## config.mk

```make
export PLATFORM = sky130hd
export DESIGN_NAME = sm4_block_cipher_top
export DESIGN_NICKNAME = d
export VERILOG_FILES = /design/src/rtl/sm4_pkg.sv /design/src/rtl/sm4_block_cipher_top.sv
export VERILOG_INCLUDE_DIRS = /design/src /design/src/rtl
export SDC_FILE = /design/constraint.sdc
export NUM_CORES = 2
export LEC_CHECK = 0
export BUFFER_PORTS_ARGS = -buffer_cell sky130_fd_sc_hd__clkbuf_2
export CAP_MARGIN = 10
export CORE_MARGIN = 2
export CORE_UTILIZATION = 55
export DETAILED_ROUTE_END_ITERATION = 12
export HOLD_SLACK_MARGIN = 0.02
export PLACE_DENSITY = 0.75
export SLEW_MARGIN = 40
export SYNTH_ARGS = -nofsm -noshare
export SYNTH_HDL_FRONTEND = slang
export SYNTH_SLANG_ARGS = --single-unit
```

## constraint.sdc

```tcl
create_clock -name clk -period 7.8 [get_ports clk]
set_clock_uncertainty 0.1 [all_clocks]
set_input_delay 0.39 -clock clk [delete_from_list [all_inputs] [get_ports clk]]
set_output_delay 0.39 -clock clk [all_outputs]
set_load 0.01 [all_outputs]
```

## src/rtl/sm4_block_cipher_top_assert.svh

```systemverilog
// Assertion macros for the SM4 core.
// Needs clk and rst_n in the scope of use; no other dependencies.
`ifndef SM4_BLOCK_CIPHER_TOP_ASSERT_SVH
`define SM4_BLOCK_CIPHER_TOP_ASSERT_SVH

// same-cycle implication
`define SM4_ASSERT_SAME(LBL, ANT, CON) \
  LBL: assert property (@(posedge clk) disable iff (!rst_n) (ANT) |-> (CON)) \
    else $error("sm4 check failed");

// next-cycle implication
`define SM4_ASSERT_NEXT(LBL, ANT, CON) \
  LBL: assert property (@(posedge clk) disable iff (!rst_n) (ANT) |=> (CON)) \
    else $error("sm4 check failed");

`endif

```

## src/rtl/sm4_pkg.sv

```systemverilog
// SM4 package: word type, S-box, FK constants, CK generation and linear maps.
// No dependencies; used by sm4_block_cipher_top.
package sm4_pkg;

  typedef logic [31:0] word_t;

  localparam int unsigned ROUNDS        = 32;
  localparam int unsigned RND_W         = $clog2(ROUNDS);
  localparam int unsigned NUM_KEY_WORDS = 4;
  localparam int unsigned KEY_IDX_W     = $clog2(NUM_KEY_WORDS);
  localparam int unsigned CFG_IDX_W     = 3;

  localparam word_t FK [NUM_KEY_WORDS] = '{
    32'ha3b1bac6, 32'h56aa3350, 32'h677d9197, 32'hb27022dc
  };

  localparam logic [7:0] SBOX [256] = '{
    8'hd6,8'h90,8'he9,8'hfe,8'hcc,8'he1,8'h3d,8'hb7,8'h16,8'hb6,8'h14,8'hc2,8'h28,8'hfb,8'h2c,8'h05,
    8'h2b,8'h67,8'h9a,8'h76,8'h2a,8'hbe,8'h04,8'hc3,8'haa,8'h44,8'h13,8'h26,8'h49,8'h86,8'h06,8'h99,
    8'h9c,8'h42,8'h50,8'hf4,8'h91,8'hef,8'h98,8'h7a,8'h33,8'h54,8'h0b,8'h43,8'hed,8'hcf,8'hac,8'h62,
    8'he4,8'hb3,8'h1c,8'ha9,8'hc9,8'h08,8'he8,8'h95,8'h80,8'hdf,8'h94,8'hfa,8'h75,8'h8f,8'h3f,8'ha6,
    8'h47,8'h07,8'ha7,8'hfc,8'hf3,8'h73,8'h17,8'hba,8'h83,8'h59,8'h3c,8'h19,8'he6,8'h85,8'h4f,8'ha8,
    8'h68,8'h6b,8'h81,8'hb2,8'h71,8'h64,8'hda,8'h8b,8'hf8,8'heb,8'h0f,8'h4b,8'h70,8'h56,8'h9d,8'h35,
    8'h1e,8'h24,8'h0e,8'h5e,8'h63,8'h58,8'hd1,8'ha2,8'h25,8'h22,8'h7c,8'h3b,8'h01,8'h21,8'h78,8'h87,
    8'hd4,8'h00,8'h46,8'h57,8'h9f,8'hd3,8'h27,8'h52,8'h4c,8'h36,8'h02,8'he7,8'ha0,8'hc4,8'hc8,8'h9e,
    8'hea,8'hbf,8'h8a,8'hd2,8'h40,8'hc7,8'h38,8'hb5,8'ha3,8'hf7,8'hf2,8'hce,8'hf9,8'h61,8'h15,8'ha1,
    8'he0,8'hae,8'h5d,8'ha4,8'h9b,8'h34,8'h1a,8'h55,8'had,8'h93,8'h32,8'h30,8'hf5,8'h8c,8'hb1,8'he3,
    8'h1d,8'hf6,8'he2,8'h2e,8'h82,8'h66,8'hca,8'h60,8'hc0,8'h29,8'h23,8'hab,8'h0d,8'h53,8'h4e,8'h6f,
    8'hd5,8'hdb,8'h37,8'h45,8'hde,8'hfd,8'h8e,8'h2f,8'h03,8'hff,8'h6a,8'h72,8'h6d,8'h6c,8'h5b,8'h51,
    8'h8d,8'h1b,8'haf,8'h92,8'hbb,8'hdd,8'hbc,8'h7f,8'h11,8'hd9,8'h5c,8'h41,8'h1f,8'h10,8'h5a,8'hd8,
    8'h0a,8'hc1,8'h31,8'h88,8'ha5,8'hcd,8'h7b,8'hbd,8'h2d,8'h74,8'hd0,8'h12,8'hb8,8'he5,8'hb4,8'hb0,
    8'h89,8'h69,8'h97,8'h4a,8'h0c,8'h96,8'h77,8'h7e,8'h65,8'hb9,8'hf1,8'h09,8'hc5,8'h6e,8'hc6,8'h84,
    8'h18,8'hf0,8'h7d,8'hec,8'h3a,8'hdc,8'h4d,8'h20,8'h79,8'hee,8'h5f,8'h3e,8'hd7,8'hcb,8'h39,8'h48
  };

  function automatic word_t rol(word_t v, int unsigned n);
    return (v << n) | (v >> (32 - n));
  endfunction

  function automatic word_t sbox_word(word_t v);
    return {SBOX[v[31:24]], SBOX[v[23:16]], SBOX[v[15:8]], SBOX[v[7:0]]};
  endfunction

  // round transform L
  function automatic word_t lin_enc(word_t b);
    return b ^ rol(b, 2) ^ rol(b, 10) ^ rol(b, 18) ^ rol(b, 24);
  endfunction

  // key schedule transform L'
  function automatic word_t lin_key(word_t b);
    return b ^ rol(b, 13) ^ rol(b, 23);
  endfunction

  // CK byte j of word i = (4i + j) * 7 mod 256
  function automatic word_t ck_word(logic [RND_W-1:0] i);
    logic [7:0] base;
    logic [7:0] m;
    word_t      w;
    base = 8'({i, 2'b00});
    w    = '0;
    for (int j = 0; j < 4; j++) begin
      m = base + 8'(j);
      w = {w[23:0], 8'((m << 3) - m)};
    end
    return w;
  endfunction

endpackage

```

## src/rtl/sm4_block_cipher_top.sv

```systemverilog
// SM4 core: 32 round keys in a 32x32 synchronous RAM, one round per cycle.
// When the keys are stale (after reset or a key write), key expansion into the RAM runs first.
// The input stalls (in_stall) from request accept until the result is loaded into the output
// registers; the round loop reads one round key per cycle from the single RAM read port.
// Reset: synchronous active-low rst_n; key registers cleared, expansion pending,
// round key RAM not cleared (always rewritten before first use).
`include "sm4_block_cipher_top_assert.svh"

module sm4_block_cipher_top (
  input  logic                          clk,
  input  logic                          rst_n,
  input  logic                          cfg_valid,
  output logic                          cfg_ready,
  input  logic [sm4_pkg::CFG_IDX_W-1:0] cfg_index,
  input  sm4_pkg::word_t                cfg_data,
  input  logic                          in_valid,
  output logic                          in_stall,
  input  logic                          in_command,
  input  sm4_pkg::word_t                in_block_word0,
  input  sm4_pkg::word_t                in_block_word1,
  input  sm4_pkg::word_t                in_block_word2,
  input  sm4_pkg::word_t                in_block_word3,
  output logic                          out_valid,
  input  logic                          out_stall,
  output sm4_pkg::word_t                out_word0,
  output sm4_pkg::word_t                out_word1,
  output sm4_pkg::word_t                out_word2,
  output sm4_pkg::word_t                out_word3
);

  localparam int unsigned RW = sm4_pkg::RND_W;
  localparam logic [RW-1:0] LAST = RW'(sm4_pkg::ROUNDS - 1);

  localparam logic [2:0] ST_IDLE   = 3'd0;
  localparam logic [2:0] ST_EXPAND = 3'd1;
  localparam logic [2:0] ST_PRIME  = 3'd2;
  localparam logic [2:0] ST_ROUND  = 3'd3;
  localparam logic [2:0] ST_DONE   = 3'd4;

  logic [2:0]     state_r, state_nxt;
  logic [RW-1:0]  cnt_r, cnt_nxt;
  logic           keys_stale_r;
  logic           out_valid_r;
  logic           dec_r;
  sm4_pkg::word_t key_r [sm4_pkg::NUM_KEY_WORDS];
  sm4_pkg::word_t k_r [4];
  sm4_pkg::word_t x_r [4];
  sm4_pkg::word_t out_word0_r, out_word1_r, out_word2_r, out_word3_r;

  sm4_pkg::word_t rk_mem [sm4_pkg::ROUNDS];
  sm4_pkg::word_t rk_q;
  logic           rk_re;
  logic [RW-1:0]  fetch_idx;
  logic [RW-1:0]  rk_raddr;

  logic           in_req;
  logic           key_we;
  logic           out_free;
  logic           out_load;
  logic           expanding;
  logic           rounding;
  sm4_pkg::word_t sbox_in;
  sm4_pkg::word_t sbox_out;
  sm4_pkg::word_t nk;
  sm4_pkg::word_t nx;

  assign cfg_ready = 1'b1;
  assign key_we    = cfg_valid && cfg_ready
                     && (cfg_index < sm4_pkg::CFG_IDX_W'(sm4_pkg::NUM_KEY_WORDS));
  assign in_stall  = (state_r != ST_IDLE);
  assign in_req    = in_valid && !in_stall;
  assign out_free  = !out_valid_r || !out_stall;
  assign out_load  = (state_r == ST_DONE) && out_free;
  assign expanding = (state_r == ST_EXPAND);
  assign rounding  = (state_r == ST_ROUND);

  // shared S-box layer for key schedule and rounds
  assign sbox_in  = expanding ? (k_r[1] ^ k_r[2] ^ k_r[3] ^ sm4_pkg::ck_word(cnt_r))
                              : (x_r[1] ^ x_r[2] ^ x_r[3] ^ rk_q);
  assign sbox_out = sm4_pkg::sbox_word(sbox_in);
  assign nk       = k_r[0] ^ sm4_pkg::lin_key(sbox_out);
  assign nx       = x_r[0] ^ sm4_pkg::lin_enc(sbox_out);

  // prefetch the key of the next round; decrypt walks the RAM backwards
  assign rk_re     = (state_r == ST_PRIME) || rounding;
  assign fetch_idx = rounding ? cnt_r + RW'(1) : '0;
  assign rk_raddr  = dec_r ? LAST - fetch_idx : fetch_idx;

  always_comb begin
    state_nxt = state_r;
    cnt_nxt   = cnt_r;
    case (state_r)
      ST_IDLE: begin
        if (in_req) begin
          cnt_nxt   = '0;
          state_nxt = keys_stale_r ? ST_EXPAND : ST_PRIME;
        end
      end
      ST_EXPAND: begin
        cnt_nxt = cnt_r + RW'(1);
        if (cnt_r == LAST) state_nxt = ST_PRIME;
      end
      ST_PRIME: begin
        cnt_nxt   = '0;
        state_nxt = ST_ROUND;
      end
      ST_ROUND: begin
        cnt_nxt = cnt_r + RW'(1);
        if (cnt_r == LAST) state_nxt = ST_DONE;
      end
      ST_DONE: begin
        if (out_free) state_nxt = ST_IDLE;
      end
      default: state_nxt = ST_IDLE;
    endcase
  end

  always_ff @(posedge clk) begin
    if (!rst_n) begin
      state_r      <= ST_IDLE;
      cnt_r        <= '0;
      keys_stale_r <= 1'b1;
      out_valid_r  <= 1'b0;
      for (int i = 0; i < sm4_pkg::NUM_KEY_WORDS; i++) key_r[i] <= '0;
    end else begin
      state_r <= state_nxt;
      cnt_r   <= cnt_nxt;
      if (key_we) begin
        key_r[cfg_index[sm4_pkg::KEY_IDX_W-1:0]] <= cfg_data;
        keys_stale_r <= 1'b1;
      end else if (expanding && cnt_r == LAST) begin
        keys_stale_r <= 1'b0;
      end
      if (out_load) begin
        out_valid_r <= 1'b1;
      end else if (out_valid_r && !out_stall) begin
        out_valid_r <= 1'b0;
      end
    end
  end

  // round key RAM
  always_ff @(posedge clk) begin
    if (expanding) rk_mem[cnt_r] <= nk;
    if (rk_re) rk_q <= rk_mem[rk_raddr];
  end

  always_ff @(posedge clk) begin
    if (in_req) begin
      dec_r  <= in_command;
      x_r[0] <= in_block_word0;
      x_r[1] <= in_block_word1;
      x_r[2] <= in_block_word2;
      x_r[3] <= in_block_word3;
      for (int i = 0; i < 4; i++) k_r[i] <= key_r[i] ^ sm4_pkg::FK[i];
    end else if (expanding) begin
      k_r[0] <= k_r[1];
      k_r[1] <= k_r[2];
      k_r[2] <= k_r[3];
      k_r[3] <= nk;
    end else if (rounding) begin
      x_r[0] <= x_r[1];
      x_r[1] <= x_r[2];
      x_r[2] <= x_r[3];
      x_r[3] <= nx;
    end
  end

  always_ff @(posedge clk) begin
    if (out_load) begin
      out_word0_r <= x_r[3];
      out_word1_r <= x_r[2];
      out_word2_r <= x_r[1];
      out_word3_r <= x_r[0];
    end
  end

  assign out_valid = out_valid_r;
  assign out_word0 = out_word0_r;
  assign out_word1 = out_word1_r;
  assign out_word2 = out_word2_r;
  assign out_word3 = out_word3_r;

  `SM4_ASSERT_NEXT(a_stale_expands, in_req && keys_stale_r, state_r == ST_EXPAND)
  `SM4_ASSERT_NEXT(a_fresh_skips, in_req && !keys_stale_r, state_r == ST_PRIME)
  `SM4_ASSERT_NEXT(a_expand_clears, expanding && cnt_r == LAST && !key_we, !keys_stale_r)
  `SM4_ASSERT_NEXT(a_round_ends, rounding && cnt_r == LAST, state_r == ST_DONE)
  `SM4_ASSERT_NEXT(a_done_delivers, out_load, out_valid_r && state_r == ST_IDLE)

endmodule
```

==> results_dict.tcl <==
set metrics [dict create \
    r2r_cells 18 \
    synthDominantCellAreaShare_pct 59.9 \
    critical_path.cell_chain "xor2_1, xnor2_2, o21a_1, inv_1, buf_4, ha_1, buf_4, nor2_1, a211oi_1, nor2_1, o21ai_1, o211a_1, a221o_1, a221oi_4, xnor2_1, buf_4, xnor2_2, buf_4" \
    antenna_found_initial 24 \
    yosys_warnings 0 \
    holdPathEnd "keys_stale_r$_SDFFE_PP1P_" \
    n_fill_cell 9996 \
    grt_max_degree 162 \
    wirelength_um 299000 \
    min_path_type "in -> reg" \
    synth_most_common_cell "edfxtp_1" \
    cts_tree "done" \
    numCtsBuffers 155 \
    routedWlPerCell_um 36.0 \
    clkLatencyLatePin_ps 830 \
    cts_buffer_depth 3 \
    critPathMaxStageDelay_ps 780 \
    port_buffers 298 \
    crit_path_start_kind "flop" \
    async_flop_share_pct 0 \
    yosysTopAreaCell "edfxtp_1" \
    regArea_um2 47300 \
    whs_ps 102 \
    layout_min_cycle_time_ps 6690 \
    setup_slack_ps 1110 \
    tightest_slew_ps 992 \
    r2r_start "x_r[1][24]$_DFFE_PP_" \
    setup_viol 0 \
    fmax_ghz 0.150 \
    ant_nets 0 \
    critical_path_class "reg -> reg" \
    grt_pass1_vias 56300 \
    die_h_um 382 \
    synth_seq_cells 1579 \
    whs_path_depth 3 \
    synth_cells 5837 \
    drive_gt1_share_pct 21.5 \
    grt.total_usage_pct 40.5 \
    multiInputGateArea_um2 30000 \
    crit_arrival_ps 7190 \
    clkTransAtPathRegs_ps 70 \
    grt_setup_unrepaired "false" \
    clkSinkCount 1579 \
    die_w_um 382 \
    hold_violations 0 \
    tns_ps 0 \
    worstHoldStart "rst_n" \
    yosysSeqAreaShare_pct 60.1 \
    synth_nets 6053 \
    ctsResizeCount 0 \
    dp_slack_ps 1460 \
    synth_area_leaders "edfxtp_1, mux4_2, nand2_1" \
    gr-total-overflow 0 \
    routed_via_density 7.11 \
    timing.final.crit_share_pct 85.7 \
    htreeDepth 4 \
    grt_pass1_wl_um 422000 \
    coreArea_um2 142000 \
    pin_count 300 \
    critical_path_required_ps 8300 \
    cpMaxStageDelayCell "a221oi_4" \
    vias 59100 \
    layout.nets 6503 \
    clockRootBuffer "clkbuf_16" \
    synth_area_per_cell_um2 13.5 \
    synth.distinct_cells 122 \
    dp_hpwl_um 189000 \
    slew_headroom_pct 33.8 \
    cp_max_fo 32 \
    crit_path_end_kind "flop" \
    status "completed" \
    start_util_pct 55.5 \
    synth_common_cells "edfxtp_1, nand2_1, nor2_1, mux4_2, a21oi_1" \
    synth_edf_count 1569 \
    critPathMostFrequentCell "buf_4" \
    r2r_slack_ps 1110 \
    finalMaxSlewViolations 0 \
    floorplan.rows 138 \
    r2r-end "rk_mem[4][9]$_DFFE_PP_" \
    place_congestion 1.11 \
    drt-initial-drc-count 9375 \
    die_area_um2 146000 \
    first_pass_iters 10 \
    syn2layout_area_growth_pct 14.8 \
    max_cap_viol_count 0 \
    drc 0 \
    synth_ff_type "edfxtp_1" \
    synth_area_um2 78700 \
]
==> flip-flops by register name, summed over array words and instances (netlist names) <==
register	cells
rk_mem	1024
k_r	128
key_r	128
x_r	128
out_word0	32
out_word1	32
out_word2	32
out_word3	32
rk_q	32
cnt_r	5
state_r	3
dec_r	1
keys_stale_r	1
out_valid	1
==> placed cells by master (no fill, tap or decap), types with 33 or more instances in the layout <==
| cell | n |
|---|---|
| edfxtp_1 | 1569 |
| mux4_2 | 321 |
| ha_1 | 46 |
| nand2_1 | 755 |
| o22ai_1 | 48 |
| clkinv_1 | 41 |
| nand3_1 | 93 |
| buf_4 | 268 |
| o221ai_1 | 44 |
| a211oi_1 | 78 |
| xnor2_1 | 247 |
| a21oi_1 | 303 |
| nor3_1 | 97 |
| dlygate4sd3_1 | 161 |
| o21ai_0 | 221 |
| a31oi_1 | 57 |
| a221oi_1 | 42 |
| and2_1 | 108 |
| mux2_2 | 47 |
| o211ai_1 | 74 |
| and3_1 | 45 |
| xor2_1 | 96 |
| nor2_4 | 33 |
| clkbuf_2 | 298 |
| clkbuf_16 | 156 |
| nor2_1 | 320 |
| xnor2_2 | 47 |
==> how the worst max path moves through the flow <==
stage          slack (ps)                    start                 endpoint
2_1_floorplan         150  state_r[2]$_SDFFE_PN0P_   out_word0[0]$_DFFE_PP_
3_3_place_gp         1370     x_r[1][24]$_DFFE_PP_  rk_mem[19][9]$_DFFE_PP_
3_5_place_dp         1460     x_r[1][24]$_DFFE_PP_  rk_mem[17][9]$_DFFE_PP_
4_1_cts              1330  state_r[2]$_SDFFE_PN0P_   rk_mem[4][9]$_DFFE_PP_
5_1_grt               940  state_r[2]$_SDFFE_PN0P_   rk_mem[4][9]$_DFFE_PP_
6_report             1110     x_r[1][24]$_DFFE_PP_   rk_mem[4][9]$_DFFE_PP_
==> through the flow <==
step                      cell area (µm²)  util (%)  instances
after floorplan                     78700         -       5837
after global placement              83500      58.9       7858
after detailed placement            83700      59.1       7859
after CTS                           90300      63.7       8295
after global routing                90300      63.7       8298
final                               90400      63.7       8311
==> cells by family after synthesis <==
group	after synthesis	share of synthesized area [%]
and+or+nand+nor	1581	8.92
DFF	1579	60.1
AOI/OAI and AO/OA	1287	11.4
buffers and inverters	497	2.97
muxes	424	10.7
xor gates and xnor gates	420	5.08
adders and majority gates	48	0.770
other	1	0.00477
==> layer usage <==
layer	wire length [µm]	global-route usage [%]
met5	151	0
met4	17900	20.7
met3	41000	12.9
met2	135000	61.1
met1	105000	52.9
==> repair_timing <==
action                    CTS  global route
hold buffers              161             0
hold endpoints to repair  258             0
buffers inserted            0             0
==> worst max-delay path: cells and delay by family (launching register included) <==
family | cells | cell delay (ps)
AO/OA/AOI/OAI | 6 | 2260
buffers and inverters | 5 | 1430
XOR/XNOR | 4 | 1320
AND/OR/NAND/NOR | 2 | 610
flip-flops | 1 | 430
adder cells (fa/ha/maj) | 1 | 300
==> area by class of cell <==
type | instances | share of cell area, %
Inverter | 37 | 0.154
Antenna cell | 16 | 0.0443
Clock inverter | 90 | 0.991
Tap cell | 1890 | 2.62
Timing Repair Buffer | 753 | 6.18
Sequential cell | 1579 | 52.4
Clock buffer | 185 | 4.47
Multi-Input combinational cell | 3761 | 33.2
Power is not shown: default switching activity piles up to over one toggle a cycle in this logic, so the estimate is an artifact.
